### src/hdl/narma_ram.sv
// generic single-write, single-read ram with registered read data
module narma_ram #(
	parameter int WIDTH = 16,
	parameter int DEPTH = 10
) (
	input  logic                     clk,
	input  logic                     we,
	input  logic [$clog2(DEPTH)-1:0] waddr,
	input  logic [WIDTH-1:0]         wdata,
	input  logic [$clog2(DEPTH)-1:0] raddr,
	output logic [WIDTH-1:0]         rdata
);

	logic [WIDTH-1:0] mem_q [DEPTH];

	always_ff @(posedge clk) begin
		if (we) begin
			mem_q[waddr] <= wdata;
		end
		rdata <= mem_q[raddr];
	end

endmodule

### config.mk
export PLATFORM = sky130hd
export DESIGN_NAME = narma_ram
export DESIGN_NICKNAME = d
export VERILOG_FILES = /design/src/hdl/narma_ram.sv
export SDC_FILE = /design/constraint.sdc
export NUM_CORES = 1
export LEC_CHECK = 0
export ABC_AREA = 1
export ABC_CLOCK_PERIOD_IN_PS = 1900
export BUFFER_PORTS_ARGS = -buffer_cell sky130_fd_sc_hd__buf_2
export CORE_ASPECT_RATIO = 0.6
export CORE_UTILIZATION = 55
export DETAILED_ROUTE_END_ITERATION = 12
export GPL_ROUTABILITY_DRIVEN = 1
export GPL_TIMING_DRIVEN = 0
export PLACE_DENSITY = 0.73
export SLEW_MARGIN = 10
export SYNTH_ARGS = -nofsm -noshare
export SYNTH_HDL_FRONTEND = slang
export SYNTH_SLANG_ARGS = --single-unit
### constraint.sdc
create_clock -name clk -period 1.9 [get_ports clk]
set_clock_uncertainty 0.05 [all_clocks]
set_input_delay 0.095 -clock clk [delete_from_list [all_inputs] [get_ports clk]]
set_output_delay 0.095 -clock clk [all_outputs]
set_load 0.1 [all_outputs]
==> out/metrics.yaml, run 1 <==
status: "finished clean"
cts_tree: "yes"
setup-tns-final_ps: 0
synth_top_family_by_area: "simple AND/OR/NAND/NOR gates"
drcViolationCount: 0
cts.sinks: 176
multiInputGateArea_um2: 1440
p_int_w: 0.00673
maxSlewHeadroom: 0.523
rsz0062_at_grt: "false"
avgSynthCellArea_um2: 11.0
dr.pass1.iters: 5
antenna_found_initial: 0
crit_type: "reg2out"
seqCellArea_um2: 5120
finish.net_count: 756
root_buffer: "clkbuf_16"
core_um2: 12300
hold_viol_final: 0
cp-start-kind: "register"
overflow: 0
fin_crit_sh: 0.690
final.fill_count: 842
maxSlewViolCount: 0
max_freq_mhz: 763
switching_share: 0.240
cp_slowest_cell: "buf_2"
p_seq_frac: 0.490
synthCells: 647
critPathMaxStageDelay_ps: 420
path_max_fanout: 1
yosysWarnings: 0
final_common_cell: "nand2_1"
viasPerCell: 5.39
place_congestion: 0.843
grt_pass1_wl_um: 26600
syn2layout_area_growth_pct: 19.1
drive_gt1_frac: 0.157
clk_pin_slew_ps: 70
synth-xor-area-share: 0
arrival_ps: 1170
place_area_um2: 7710
grt.total_usage: 0.278
maxCapViolCount: 0
p_sw_w: 0.00213
wirelength_um: 17500
p_per_area_nw_per_um2: 1040
tritoncts.num_buffers: 17
vias: 4898
final_antenna_net_count: 0
synth-compound-area-share: 0.0112
synth_simple_gate_area_frac: 0.187
clockBufferDepth: 2
fp.dieW_um: 149
cp_num_buf_inv: 1
worst_pin_slew_ps: 715
min_path_type: "in2reg"
initial_utilization: 0.578
grt_max_degree: 17
syn_nets: 673
routedWlPerCell_um: 19.3
dieArea_um2: 13400
io_pins: 42
synth_adder_area_share: 0
fin_ws_ps: 589
layout_common_cells: "nand2_1, edfxtp_1, inv_1"
n_antenna_cell: 0
clock_latency_ps: 430
crit_chain: "buf_2"
finalSetupViolations: 0
cts_resized: 0
min_period_ps: 1310
first_global_vias: 4851
power_frac_comb: 0.091
cts.htree.levels: 4
worst_ep_required_time_ps: 1750
pwr-share-clk: 0.419
synth_seq_area_share: 0.718
synthMuxAreaShare: 0
hold-worst-slack_ps: 56.3
endpoint_kind: "output pin"
synth_area_um2: 7130
synth.distinct_cells: 15
synth_seq_cells: 176
p_leak_nw: 3.59
dr.first_iter.drc_count: 529
crit_family: "buffers and inverters"
dp_hpwl_um: 11300
die_h_um: 90.2
finalInstanceArea_um2: 8500
dp_slack_ps: 273
num_rows: 31
io_buffers: 38
ir_worst_vdd_uv: 643
## logic make-up (layout without fill, tap and decap cells)
logic type	count (synthesis)	after routing
AOI/OAI and AO/OA	16	16
buffers and inverters	133	229
and+or+nand+nor	322	322
DFF	176	176
## worst paths after layout
kind                          from          endpoint  slack, ps  depth (start not counted)
min reg2reg  mem_q[9][7]$_DFFE_PP_  rdata[7]$_DFF_P_        410                          2
max               rdata[5]$_DFF_P_          rdata[5]        590                          1
max reg2reg  mem_q[4][5]$_DFFE_PP_  rdata[5]$_DFF_P_        780                          6
min                       raddr[2]  rdata[2]$_DFF_P_         60                          4
## cells in the mapped netlist (all sizes together)
cell | count | share of area
nand2 | 181 | 0.095
edfxtp | 160 | 0.67
inv | 103 | 0.055
nand3 | 97 | 0.068
nor2 | 43 | 0.023
buf | 27 | 0.027
dfxtp | 16 | 0.045
o21ai | 16 | 0.011
clkbuf | 3 | 0.0016
nand3b | 1 | 0.0011
## per-layer routing
layer	routed length, µm	global-route usage	vias to the layer above
met1	7340	0.391	2288
met3	1760	0.0604	43
met2	8070	0.428	290
met4	365	0.103	0
li1	-	-	2277
met5	0	0	-
## final cells by class
class                      count  share of cell area
sequential                   176               0.603
multi-input combinational    338               0.169
timing repair buffer          64              0.0589
clock buffer                  17              0.0501
inverter                     103              0.0461
clock inverter                15              0.0243
tap                          165              0.0243
buffer                        30              0.0240
## power groups by stage
stage          Combinational [W]  Sequential (W)  Clock (W)
5_1_grt                 0.000853         0.00435    0.00389
3_5_place_dp            0.000764         0.00443          0
6_report                0.000804         0.00435    0.00372
2_1_floorplan           0.000278         0.00467          0
3_3_place_gp            0.000726         0.00443          0
4_1_cts                 0.000797         0.00435    0.00371
## through the flow
stage                     total power (W)  instances   util
after floorplan                   0.00495        647      -
after global placement            0.00515        850  0.611
after detailed placement          0.00519        860  0.625
after CTS                         0.00885        908  0.689
after global routing              0.00910        908  0.689
final                             0.00887        908  0.689
## sequential cells by signal, summed over array words and instances (netlist names)
name and cells:
mem_q 160, rdata 16
## timing repair
item                                    CTS  global route
buffers inserted                          0             0
endpoints found under the setup margin    0             0
endpoints found under the hold margin   160             0
hold buffers                             16             0
(Power assumes the default switching activity.)
==> run 2: changes to the inputs <==
ABC_CLOCK_PERIOD_IN_PS = 1200   (was 1900)
CORE_UTILIZATION = 54   (was 55)
PLACE_DENSITY = 0.75   (was 0.73)
clock period = 1.2 ns   (was 1.9 ns; I/O delays follow)
==> out/metrics.yaml, run 2 (synthesis results as in run 1) <==
vias: 4930  # was 4,898
die_h_um: 91.0  # was 90.2 µm
reg.largest.list: "mem_q: 160 flops, rdata: 16 flops"  # unchanged
cp_num_buf_inv: 1  # unchanged
fp.dieW_um: 150  # was 149 µm
maxSlewHeadroom: 0.538  # was 0.523
endpoint_kind: "output pin"  # unchanged
largest_reg_flops: 160  # unchanged
initial_utilization: 0.555  # was 0.578
clk_pin_slew_ps: 70  # about the same
p_per_area_nw_per_um2: 1610  # was 1040 nW/µm²
clock_latency_ps: 430  # about the same
dr.first_iter.drc_count: 496  # was 529
r2r-end: "rdata[11]$_DFF_P_"  # was rdata[5]$_DFF_P_
grt_pass1_wl_um: 26000  # was 26,600 µm
drcViolationCount: 0  # unchanged
cp-start-kind: "register"  # unchanged
place_inst: 863  # was 860
tritoncts.num_buffers: 17  # unchanged
io_pins: 42  # unchanged
ir_worst_vdd_uv: 951  # was 643 µV
switching_share: 0.246  # was 0.240
min_period_ps: 1140
final_antenna_net_count: 0  # unchanged
worst_pin_slew_ps: 691  # was 715 ps
p_sw_w: 0.00336  # was 0.00213 W
final_util: 0.660  # was 0.689
clockBufferDepth: 2  # unchanged
antenna_found_initial: 0  # unchanged
p_total_w: 0.0136  # was 0.00887 W
io_buffers: 38  # unchanged
layout_common_cells: "nand2_1, edfxtp_1, inv_1"  # unchanged
grt_max_degree: 17  # unchanged
wirelength_um: 17100  # was 17,500 µm
hold_depth: 4  # unchanged
ff2ff_path_depth: 6  # unchanged
cts.sinks: 176  # unchanged
finalSetupViolations: 0  # unchanged
max_freq_mhz: 874
fin_crit_sh: 0.954
maxSlewViolCount: 0  # unchanged
routedWlPerCell_um: 18.7  # was 19.3 µm
final_common_cell: "nand2_1"  # unchanged
final.fill_count: 933  # was 842
dieArea_um2: 13700  # was 13,400 µm²
drive_gt1_frac: 0.154  # was 0.157
hold_viol_final: 0  # unchanged
final_cell_count_no_fill: 911  # was 908
num_rows: 32  # was 31
dr.pass1.iters: 5  # unchanged
viasPerCell: 5.41  # was 5.39
cp_slowest_cell: "dfxtp_1"  # was buf_2
rsz0062_at_grt: "false"  # unchanged
worstReg2RegStart: "mem_q[5][11]$_DFFE_PP_"  # was mem_q[4][5]$_DFFE_PP_
place_congestion: 0.870  # was 0.843
p_int_w: 0.0103  # was 0.00673 W
root_buffer: "clkbuf_16"  # unchanged
p_seq_frac: 0.505  # was 0.490
path_max_fanout: 1  # unchanged
p_leak_nw: 3.57  # was 3.59 nW
critPathMaxStageDelay_ps: 320  # was 420 ps
crit_type: "reg2out"  # unchanged
min_path_type: "in2reg"  # unchanged
setup-tns-final_ps: 0  # unchanged
pwr-share-clk: 0.400  # was 0.419
power_frac_comb: 0.095  # was 0.091
min_to: "rdata[1]$_DFF_P_"  # was rdata[2]$_DFF_P_
hold_path.startpoint: "raddr[2]"  # unchanged
n_antenna_cell: 0  # unchanged
arrival_ps: 1030  # was 1170 ps
regMostFlops: "mem_q"  # unchanged
cts_tree: "yes"  # unchanged
hold-worst-slack_ps: 19.2  # was 56.3 ps
status: "finished clean"  # unchanged
dp_hpwl_um: 11000  # was 11,300 µm
cts.htree.levels: 4  # unchanged
overflow: 0  # unchanged
grt.total_usage: 0.269  # was 0.278
first_global_vias: 4803  # was 4,851
worst_ep_required_time_ps: 1090  # was 1750 ps
finish.net_count: 754  # was 756
maxCapViolCount: 0  # unchanged
core_um2: 12900  # was 12,300 µm²
crit_family: "flip-flops"  # was buffers and inverters
post-cts-setup-buffers: 0  # unchanged
crit_chain: "buf_4"  # was buf_2
syn2layout_area_growth_pct: 18.9  # was 19.1%
rrSetupSlack_ps: 190  # was 780 ps
## run 2: changes by cell type in the layout (fill, tap and decap cells not counted), sizes merged
cell,before,now
bufinv,4,2
clkbuf,20,21
clkinv,5,6
buf,75,73
## run 2: repair_timing
| item | 4_1_cts | 5_1_grt |
|---|---|---|
| hold buffers | 16 | 0 |
| gates resized for setup | 18 | 0 |
| hold endpoints to repair | 160 | 0 |
| endpoints found under the setup margin | 48 | 0 |
## run 2: metal layers
metal	track usage	up-vias	wire length, µm	share of wire
li1	-	2269	-	-
met1	0.371	2362	7330	0.43
met2	0.420	262	7740	0.45
met3	0.0608	37	1600	0.094
met4	0.0943	0	381	0.022
met5	0	-	0	0
## run 2: layout make-up
class | instances | area, µm² | area share
inverters | 103 | 392 | 0.0462
flip-flops and latches | 176 | 5120 | 0.604
repair buffers | 62 | 510 | 0.0602
multi-input cells | 338 | 1450 | 0.171
plain buffers | 30 | 204 | 0.0241
well taps | 170 | 213 | 0.0251
clock buffers | 18 | 429 | 0.0506
clock inverters | 14 | 158 | 0.0186
## run 2: worst max path at each step
stage | to | slack, ps | cells past startpoint | startpoint
after detailed placement | mem_q[9][13]$_DFFE_PP_ | -580 | 4 | waddr[1]
after floorplan | mem_q[7][0]$_DFFE_PP_ | -210 | 4 | waddr[2]
after global routing | rdata[14] | 30 | 1 | rdata[14]$_DFF_P_
after CTS | rdata[5] | 50 | 1 | rdata[5]$_DFF_P_
after global placement | mem_q[0][11]$_DFFE_PP_ | -910 | 3 | waddr[3]
final | rdata[5] | 60 | 1 | rdata[5]$_DFF_P_
## run 2: power groups by stage
stage | registers (W) | clock network, W | logic (W)
3_5_place_dp | 0.00702 | 0 | 0.00120
4_1_cts | 0.00688 | 0.00549 | 0.00128
3_3_place_gp | 0.00701 | 0 | 0.00115
6_report | 0.00688 | 0.00546 | 0.00129
5_1_grt | 0.00689 | 0.00574 | 0.00138
2_1_floorplan | 0.00740 | 0 | 0.000442
## run 2: metrics by stage
step	area (µm²)	worst slack [ps]
2_1_floorplan	7140	-210
3_3_place_gp	7540	-910
5_1_grt	8480	27.4
4_1_cts	8480	48.2
6_report	8480	55.2
3_5_place_dp	7680	-579
